### src/mm3_pkg.sv
// package for the 3x3 fixed-point matrix multiplier
// item types, controller command and status structs, func codes, index helper
// no dependencies
package mm3_pkg;

    // func codes of an input item
    localparam logic [1:0] FUNC_LOAD_LEFT  = 2'd0;
    localparam logic [1:0] FUNC_LOAD_RIGHT = 2'd1;
    localparam logic [1:0] FUNC_COMPUTE    = 2'd2;

    // matrix geometry
    localparam int unsigned MAT_DIM     = 3;
    localparam int unsigned MAT_ENTRIES = 9;
    localparam logic [1:0]  LAST_POS    = 2'(MAT_DIM - 1);

    // input item
    typedef struct packed {
        logic [1:0]         func;
        logic [1:0]         row;
        logic [1:0]         col;
        logic signed [31:0] value;
    } t_in_item;

    // result item
    typedef struct packed {
        logic [1:0]         out_row;
        logic [1:0]         out_col;
        logic signed [31:0] product;
        logic               last;
    } t_out_item;

    // controller to datapath commands
    typedef struct packed {
        logic       ld_left;
        logic       ld_right;
        logic [3:0] ld_idx;
        logic       issue;
        logic [1:0] row;
        logic [1:0] col;
        logic [1:0] k;
    } t_ctl_cmd;

    // datapath to controller status
    typedef struct packed {
        logic done;
    } t_ctl_sts;

    // row-major store index of element (r, c)
    function automatic logic [3:0] mat_idx(input logic [1:0] r, input logic [1:0] c);
        return 4'({r, 1'b0}) + 4'(r) + 4'(c);
    endfunction

endpackage

### src/mm3_ctrl.sv
// controller for the 3x3 matrix multiplier: decodes items, sequences dot-product terms
// depends on mm3_pkg
module mm3_ctrl (
    input  logic               i_clk,
    input  logic               i_rst_n,
    input  logic               i_start,
    input  mm3_pkg::t_in_item  i_item,
    input  mm3_pkg::t_ctl_sts  i_sts,
    output mm3_pkg::t_ctl_cmd  o_cmd,
    output logic               o_busy
);

    typedef enum logic [1:0] {
        ST_IDLE,
        ST_ISSUE,
        ST_DRAIN
    } t_state;

    t_state     r_state, n_state;
    logic       r_busy, n_busy;
    logic [1:0] r_row, n_row;
    logic [1:0] r_col, n_col;
    logic [1:0] r_k, n_k;
    logic       accept;
    logic       in_range;

    assign accept   = i_start && !r_busy;
    assign in_range = (i_item.row < 2'(mm3_pkg::MAT_DIM)) && (i_item.col < 2'(mm3_pkg::MAT_DIM));

    // command decode
    always_comb begin
        o_cmd.ld_left  = accept && in_range && (i_item.func == mm3_pkg::FUNC_LOAD_LEFT);
        o_cmd.ld_right = accept && in_range && (i_item.func == mm3_pkg::FUNC_LOAD_RIGHT);
        o_cmd.ld_idx   = mm3_pkg::mat_idx(i_item.row, i_item.col);
        o_cmd.issue    = (r_state == ST_ISSUE);
        o_cmd.row      = r_row;
        o_cmd.col      = r_col;
        o_cmd.k        = r_k;
    end

    // next state and term counters
    always_comb begin
        n_state = r_state;
        n_busy  = r_busy;
        n_row   = r_row;
        n_col   = r_col;
        n_k     = r_k;
        unique case (r_state)
            ST_IDLE: begin
                if (accept && (i_item.func == mm3_pkg::FUNC_COMPUTE)) begin
                    n_state = ST_ISSUE;
                    n_busy  = 1'b1;
                    n_row   = '0;
                    n_col   = '0;
                    n_k     = '0;
                end
            end
            ST_ISSUE: begin
                if (r_k != mm3_pkg::LAST_POS) begin
                    n_k = r_k + 2'd1;
                end else begin
                    n_k = '0;
                    if (r_col != mm3_pkg::LAST_POS) begin
                        n_col = r_col + 2'd1;
                    end else begin
                        n_col = '0;
                        if (r_row != mm3_pkg::LAST_POS) begin
                            n_row = r_row + 2'd1;
                        end else begin
                            n_state = ST_DRAIN;
                        end
                    end
                end
            end
            ST_DRAIN: begin
                if (i_sts.done) begin
                    n_state = ST_IDLE;
                    n_busy  = 1'b0;
                end
            end
            default: begin
                n_state = ST_IDLE;
                n_busy  = 1'b0;
            end
        endcase
    end

    // state and registered outputs
    always_ff @(posedge i_clk) begin
        if (!i_rst_n) begin
            r_state <= ST_IDLE;
            r_busy  <= 1'b0;
            r_row   <= '0;
            r_col   <= '0;
            r_k     <= '0;
        end else begin
            r_state <= n_state;
            r_busy  <= n_busy;
            r_row   <= n_row;
            r_col   <= n_col;
            r_k     <= n_k;
        end
    end

    assign o_busy = r_busy;

endmodule

### src/mm3_datapath.sv
// datapath for the 3x3 matrix multiplier: element stores, multiply-accumulate
// pipeline, shift and saturate, write-back row buffer; depends on mm3_pkg
module mm3_datapath #(
    parameter int VALUE_BITS = 32,
    parameter int FRAC_BITS  = 16
) (
    input  logic               i_clk,
    input  logic               i_rst_n,
    input  mm3_pkg::t_in_item  i_item,
    input  mm3_pkg::t_ctl_cmd  i_cmd,
    input  logic               i_cfg_valid,
    input  logic               i_cfg_data,
    output mm3_pkg::t_ctl_sts  o_sts,
    output logic               o_strobe,
    output mm3_pkg::t_out_item o_result
);

    localparam int PB = 2 * VALUE_BITS;
    localparam int AB = PB + 2;
    localparam logic signed [AB-1:0] SAT_MAX = {{(AB - VALUE_BITS + 1){1'b0}},
                                               {(VALUE_BITS - 1){1'b1}}};
    localparam logic signed [AB-1:0] SAT_MIN = {{(AB - VALUE_BITS + 1){1'b1}},
                                               {(VALUE_BITS - 1){1'b0}}};

    logic signed [VALUE_BITS-1:0] r_left  [mm3_pkg::MAT_ENTRIES];
    logic signed [VALUE_BITS-1:0] r_right [mm3_pkg::MAT_ENTRIES];
    logic signed [VALUE_BITS-1:0] r_row_buf [2];
    logic                         r_write_back;

    // pipeline registers
    logic                         r_s1_vld, r_s1_first, r_s1_lastk;
    logic [1:0]                   r_s1_row, r_s1_col;
    logic signed [VALUE_BITS-1:0] r_a, r_b;
    logic                         r_s2_vld, r_s2_first, r_s2_lastk;
    logic [1:0]                   r_s2_row, r_s2_col;
    logic signed [PB-1:0]         r_p;
    logic                         r_s3_vld;
    logic [1:0]                   r_s3_row, r_s3_col;
    logic signed [AB-1:0]         r_acc;
    logic                         r_strobe;
    mm3_pkg::t_out_item           r_result;

    logic signed [AB-1:0]         shifted;
    logic signed [VALUE_BITS-1:0] sat;
    logic signed [AB-1:0]         p_ext;

    // config register
    always_ff @(posedge i_clk) begin
        if (!i_rst_n) begin
            r_write_back <= 1'b0;
        end else if (i_cfg_valid) begin
            r_write_back <= i_cfg_data;
        end
    end

    // valid flags of the pipeline
    always_ff @(posedge i_clk) begin
        if (!i_rst_n) begin
            r_s1_vld <= 1'b0;
            r_s2_vld <= 1'b0;
            r_s3_vld <= 1'b0;
            r_strobe <= 1'b0;
        end else begin
            r_s1_vld <= i_cmd.issue;
            r_s2_vld <= r_s1_vld;
            r_s3_vld <= r_s2_vld && r_s2_lastk;
            r_strobe <= r_s3_vld;
        end
    end

    // operand fetch
    always_ff @(posedge i_clk) begin
        r_a        <= r_left[mm3_pkg::mat_idx(i_cmd.row, i_cmd.k)];
        r_b        <= r_right[mm3_pkg::mat_idx(i_cmd.k, i_cmd.col)];
        r_s1_first <= (i_cmd.k == 2'd0);
        r_s1_lastk <= (i_cmd.k == mm3_pkg::LAST_POS);
        r_s1_row   <= i_cmd.row;
        r_s1_col   <= i_cmd.col;
    end

    // multiply
    always_ff @(posedge i_clk) begin
        r_p        <= r_a * r_b;
        r_s2_first <= r_s1_first;
        r_s2_lastk <= r_s1_lastk;
        r_s2_row   <= r_s1_row;
        r_s2_col   <= r_s1_col;
    end

    // accumulate the three terms
    assign p_ext = AB'(r_p);

    always_ff @(posedge i_clk) begin
        if (r_s2_vld) begin
            r_acc <= r_s2_first ? p_ext : r_acc + p_ext;
        end
        r_s3_row <= r_s2_row;
        r_s3_col <= r_s2_col;
    end

    // shift by the fraction bits and saturate
    always_comb begin
        shifted = r_acc >>> FRAC_BITS;
        if (shifted > SAT_MAX) begin
            sat = SAT_MAX[VALUE_BITS-1:0];
        end else if (shifted < SAT_MIN) begin
            sat = SAT_MIN[VALUE_BITS-1:0];
        end else begin
            sat = shifted[VALUE_BITS-1:0];
        end
    end

    // result register
    always_ff @(posedge i_clk) begin
        r_result.out_row <= r_s3_row;
        r_result.out_col <= r_s3_col;
        r_result.product <= 32'(sat);
        r_result.last    <= (r_s3_row == mm3_pkg::LAST_POS) && (r_s3_col == mm3_pkg::LAST_POS);
    end

    // element stores: loads, and write-back one row at a time once the row is done
    always_ff @(posedge i_clk) begin
        if (i_cmd.ld_left) begin
            r_left[i_cmd.ld_idx] <= i_item.value[VALUE_BITS-1:0];
        end else if (r_s3_vld && r_write_back) begin
            if (r_s3_col == mm3_pkg::LAST_POS) begin
                r_left[mm3_pkg::mat_idx(r_s3_row, 2'd0)] <= r_row_buf[0];
                r_left[mm3_pkg::mat_idx(r_s3_row, 2'd1)] <= r_row_buf[1];
                r_left[mm3_pkg::mat_idx(r_s3_row, 2'd2)] <= sat;
            end else begin
                r_row_buf[r_s3_col[0]] <= sat;
            end
        end
        if (i_cmd.ld_right) begin
            r_right[i_cmd.ld_idx] <= i_item.value[VALUE_BITS-1:0];
        end
    end

    assign o_strobe   = r_strobe;
    assign o_result   = r_result;
    assign o_sts.done = r_strobe && r_result.last;

endmodule

### src/matrix_multiply_3x3_core.sv
// 3x3 fixed-point matrix multiplier, top level
// contains mm3_ctrl and mm3_datapath; depends on mm3_pkg
//
// usage: an item on i_cmd is taken at a clock edge where start is high and busy
// is low. func load-left / load-right write one element (row, col) of the left or
// right store; loads leave busy low, so loads can run back to back. loads with
// row or col of 3, and func 3, are dropped. a compute item raises busy until its
// last result has left. one shared multiplier takes the 27 dot-product terms one
// per cycle, behind a four-stage fetch, multiply, accumulate and saturate
// pipeline. the nine results leave in row-major order, each on o_result for a
// single cycle with o_strobe; the last carries last=1. the receiver cannot
// stall; results are never held back.
// config: write_back is written over i_cfg_valid / o_cfg_ready (always ready);
// the user must write it only while the block is idle; the block itself does
// not enforce this. with it set, each product row replaces the left store row
// after that row is finished, so all results use the old left.
// reset (synchronous, active low) clears control state and write_back; the
// element stores hold nothing defined until loaded.
module matrix_multiply_3x3_core #(
    parameter int VALUE_BITS = 32,
    parameter int FRAC_BITS  = 16
) (
    input  logic               i_clk,
    input  logic               i_rst_n,
    input  logic               start,
    output logic               busy,
    input  mm3_pkg::t_in_item  i_cmd,
    output logic               o_strobe,
    output mm3_pkg::t_out_item o_result,
    input  logic               i_cfg_valid,
    output logic               o_cfg_ready,
    input  logic               i_cfg_data
);

    mm3_pkg::t_ctl_cmd ctl_cmd;
    mm3_pkg::t_ctl_sts ctl_sts;

    assign o_cfg_ready = 1'b1;

    // sequencer
    mm3_ctrl u_ctrl (
        .i_clk   (i_clk),
        .i_rst_n (i_rst_n),
        .i_start (start),
        .i_item  (i_cmd),
        .i_sts   (ctl_sts),
        .o_cmd   (ctl_cmd),
        .o_busy  (busy)
    );

    // stores and arithmetic
    mm3_datapath #(
        .VALUE_BITS (VALUE_BITS),
        .FRAC_BITS  (FRAC_BITS)
    ) u_datapath (
        .i_clk       (i_clk),
        .i_rst_n     (i_rst_n),
        .i_item      (i_cmd),
        .i_cmd       (ctl_cmd),
        .i_cfg_valid (i_cfg_valid),
        .i_cfg_data  (i_cfg_data),
        .o_sts       (ctl_sts),
        .o_strobe    (o_strobe),
        .o_result    (o_result)
    );

endmodule
### config.mk
export PLATFORM = sky130hd
export DESIGN_NAME = matrix_multiply_3x3_core
export DESIGN_NICKNAME = d
export VERILOG_FILES = /design/src/mm3_pkg.sv /design/src/mm3_ctrl.sv /design/src/mm3_datapath.sv /design/src/matrix_multiply_3x3_core.sv
export SDC_FILE = /design/constraint.sdc
export NUM_CORES = 2
export LEC_CHECK = 0
export ABC_CLOCK_PERIOD_IN_PS = 7500
export CORE_ASPECT_RATIO = 0.5
export CORE_MARGIN = 1
export CORE_UTILIZATION = 40
export CTS_CLUSTER_DIAMETER = 80
export DETAILED_ROUTE_END_ITERATION = 7
export DONT_BUFFER_PORTS = 1
export HOLD_SLACK_MARGIN = 0.12
export PLACE_DENSITY = 0.67
export SLEW_MARGIN = 20
export SYNTH_ARGS = -nofsm -noshare
export SYNTH_HDL_FRONTEND = slang
export SYNTH_SLANG_ARGS = --single-unit
### constraint.sdc
create_clock -name i_clk -period 7.5 [get_ports i_clk]
set_input_delay 1.5 -clock i_clk [delete_from_list [all_inputs] [get_ports i_clk]]
set_output_delay 1.5 -clock i_clk [all_outputs]
set_load 0.1 [all_outputs]
==> summary.txt <==
Worst setup path
  • Top fanout value on the critical path: 8
  • Length in cells of the worst reg-to-reg path: 25
  • Endpoint required time on the critical path: 8.12 ns
  • Startpoint types: register
  • Critical R2R Capture: u_datapath.r_p[46]
  • Register-to-register path setup slack: -0.02 ns
  • Origin of the critical flop-to-flop path: u_datapath.r_b[12]
  • Kind of end point of the critical path: register
  • Critical setup path kind: reg -> reg
  • Crit path arrival time: 8.13 ns

Routing
  • Post-route antenna net violation count: 0
  • Average detailed-routed wire length per instance: 22.1 µm
  • Number of vias after detailed routing: 54,718
  • DRC violations left: 0
  • Total wire length: 221 mm
  • First drt pass iteration count: 6
  • DRT iter0 DRCs: 5,773
  • Vias per cell: 5.48

Logic synthesis
  • Synth async-reset ratio: 0%
  • Dominant synthesized flop cell: edfxtp_1
  • Total of warnings raised by yosys: 0
  • Sequential cell area fraction in the yosys report: 32.5%
  • Synthesized net count: 8,650
  • Synthesized cell area: 0.0772 mm²
  • Post-synthesis sequential element count: 901
  • Post-synthesis average cell area: 10.6 µm²
  • EDFF count, synth: 706
  • Count of different cell masters after synthesis: 80
  • Gate count of the mapped netlist: 7,253

Die
  • Die height: 313 µm
  • DIE AREA: 0.195 mm²
  • Number of ports placed on the die boundary: 83
  • Die Span X: 623 µm
  • Placeable core region: 0.191 mm²
  • Initial core utilization: 40.5%
  • Number of core rows: 113

Finish
  • Proportion of layout cells with a drive suffix above 1: 13.2%
  • Number of filler instances in the final layout: 17,049
  • Area growth from synthesis to layout: 13.6%
  • Core occupancy in the finished layout: 46.0%
  • Area taken by flip-flops and latches: 0.0252 mm²
  • Multi-input gate area in the final layout: 0.0473 mm²
  • Nets: 8,774

Global route
  • Global router's overall resource usage: 22.5%
  • Via count of the first global-routing pass: 55,640
  • Number of antenna violations at the first check in global routing: 14
  • First-pass GRT wire length: 337 mm
  • GRT overflow: 0
  • Pin count of the biggest net entering global routing: 87

Clock network
  • Clock insertion delay at the later pin of the skew report: 0.73 ns
  • Clk root buf: clkbuf_16
  • Max Root-Sink Buffers: 3
  • Clock buffers created by TritonCTS: 98
  • TritonCTS clock tree: done
  • Sinks on the clock net: 901
  • Clock-pin slew of the registers on the worst-case setup and hold paths: 0.06 ns
  • Level count of the clock H-tree: 3

Min path
  • Type of the most critical hold path: reg -> reg
  • Number of cells on the worst hold path: 0
  • Terminating pin of the worst hold path: u_datapath.r_s2_first
  • Start point of the worst hold path: u_datapath.r_s1_first

Timing
  • Post-layout min period: 7.52 ns
  • Slew at the pin closest to its max-slew limit: 1.15 ns
  • Final hold violation count: 0
  • Period utilisation layout: 100%
  • # setup viols final: 2
  • Setup slack after layout: -0.0171 ns
  • Post-Route Skew: 0.0759 ns
  • Peak clock frequency supported by timing: 0.133 GHz
  • Relative slew slack: 22.2%
  • Unrepaired setup endpoints after global routing: yes
  • Max-slew violations: 0

Placed design
  • Post-place setup slack: -0.194 ns
  • Routability Congestion: 0.937
  • Quantity of I/O buffers inserted on ports: 0
  • Placed wire-length estimate: 161 mm

Run status
  • Outcome: finished, violations left
  • Violations in the final reports: negative setup slack

Job
  • Max cap viols: 0
worst max-delay path by stage:
stage | from | to | slack (ns) | cells after the start
final | u_datapath.r_b[12] | u_datapath.r_p[46] | -0.02 | 25
after global routing | u_datapath.r_a[31] | u_datapath.r_p[62] | -0.24 | 27
after CTS | u_datapath.r_a[31] | u_datapath.r_p[62] | -0.02 | 29
after detailed placement | u_datapath.r_a[19] | u_datapath.r_p[62] | -0.19 | 24
after global placement | u_datapath.r_b[9] | u_datapath.r_p[38] | -0.11 | 27
after floorplan | u_datapath.r_a[31] | u_datapath.r_p[62] | 0.07 | 27
kinds of logic (layout without fill, tap and decap cells):
logic type,after synthesis,in the layout,share of synthesized area [%]
AND/OR/NAND/NOR,1921,1921,11.7
buffers and inverters,1533,1739,7.51
AO/OA/AOI/OAI,1183,1183,9.17
XOR/XNOR,129,129,1.46
adder cells (fa/ha/maj),1354,1354,32.5
flip-flops,901,901,32.5
other,1,6,0.00486
multiplexers,231,231,5.07
layout by cell type (no fill, tap or decap), types with 25 or more instances in the layout:
cell type  instances
a21o_1            59
a21oi_1          316
a31oi_1           49
and2_1           533
buf_12            79
buf_4            380
clkbuf_16        106
dfxtp_1          174
edfxtp_1         706
fa_1            1040
fa_2              49
ha_1             238
inv_1           1065
mux2i_1          100
mux4_2           128
nand2_1          914
nand3_1           25
nand4_1           38
nor2_1           234
o211ai_1         163
o21ai_0          400
o21bai_1          34
xnor2_1           78
xor2_1            48
per-layer routing:
metal / share of wire (%) / global-route usage, % / routed length, µm / vias up
li1: - / - / - / 23938
met1: 42 / 31.9 / 92500 / 27862
met2: 45 / 35.3 / 99200 / 2555
met3: 10 / 4.30 / 22500 / 355
met4: 2.9 / 6.29 / 6370 / 8
met5: 0.079 / 0.502 / 175 / -
synth_stat cells (59+ instances only):
library cell	count	area, µm²
fa_1	1089	21800
inv_1	1073	4030
nand2_1	926	3480
edfxtp_1	706	21200
and2_1	540	3380
o21ai_0	425	2130
clkbuf_1	391	1470
a21oi_1	331	1660
ha_1	265	3320
nor2_1	244	916
dfxtp_1	195	3900
o211ai_1	163	1220
mux4_2	128	2880
mux2i_1	100	1000
xnor2_1	80	701
a21o_1	59	443
worst max-delay path: stages (launching register included):
cell	delay, ns
dfxtp_4	0.35
buf_12	0.14
buf_12	0.13
and2_1	0.17
fa_1	0.51
inv_1	0.05
fa_1	0.49
fa_1	0.47
fa_1	0.50
fa_2	0.59
inv_2	0.05
fa_1	0.50
fa_1	0.55
fa_1	0.47
ha_4	0.33
nand4_1	0.14
a2111oi_4	0.33
o31a_1	0.27
o21ai_4	0.12
buf_6	0.14
o311ai_1	0.43
a21oi_2	0.13
buf_4	0.16
buf_4	0.12
buf_4	0.12
xnor2_1	0.11
state kept, by name (all words and copies together), names as in the netlist, 2 cells and up:
signal / flops
u_datapath.r_s3_row: 2
u_datapath.r_acc: 66
u_ctrl.r_row: 2
u_ctrl.r_k: 2
u_datapath.r_right: 288
u_datapath.r_s1_col: 2
u_datapath.r_a: 32
u_datapath.r_row_buf: 64
u_datapath.r_s3_col: 2
u_datapath.r_left: 288
u_datapath.r_p: 64
u_datapath.r_b: 32
u_datapath.r_s2_col: 2
u_ctrl.r_state: 2
u_datapath.r_s1_row: 2
u_datapath.r_s2_row: 2
u_ctrl.r_col: 2
u_datapath.o_result: 37
what timing repair did:
item                       in CTS  in global routing
pin swaps                      18                 94
gates cloned                    0                  8
resized for setup              39                171
setup buffers                   6                 21
hold buffers                    0                  0
setup endpoints to repair      22                 27
metrics by stage:
stage,hold slack [ns],instance area (µm²),setup TNS (ns),cells
final,0.325,87700,-0.0329,9994
after global routing,0.329,87700,-1.65,9989
after CTS,0.324,86600,-0.0235,9960
after detailed placement,0.312,83100,-1.38,9772
after global placement,0.310,83100,-0.498,9770
after floorplan,0.310,77200,0,7253
cell type report:
cell class                 instances  share of cell area (%)
multi-input combinational       4819                    53.9
sequential                       901                    28.7
timing repair buffer             483                    5.49
inverter                        1074                    4.60
tap                             2530                    3.61
clock buffer                     133                    3.12
clock inverter                    49                   0.595
antenna                            5                  0.0143
Power is not shown: default switching activity piles up to over one toggle a cycle in this logic, so the estimate is an artifact.
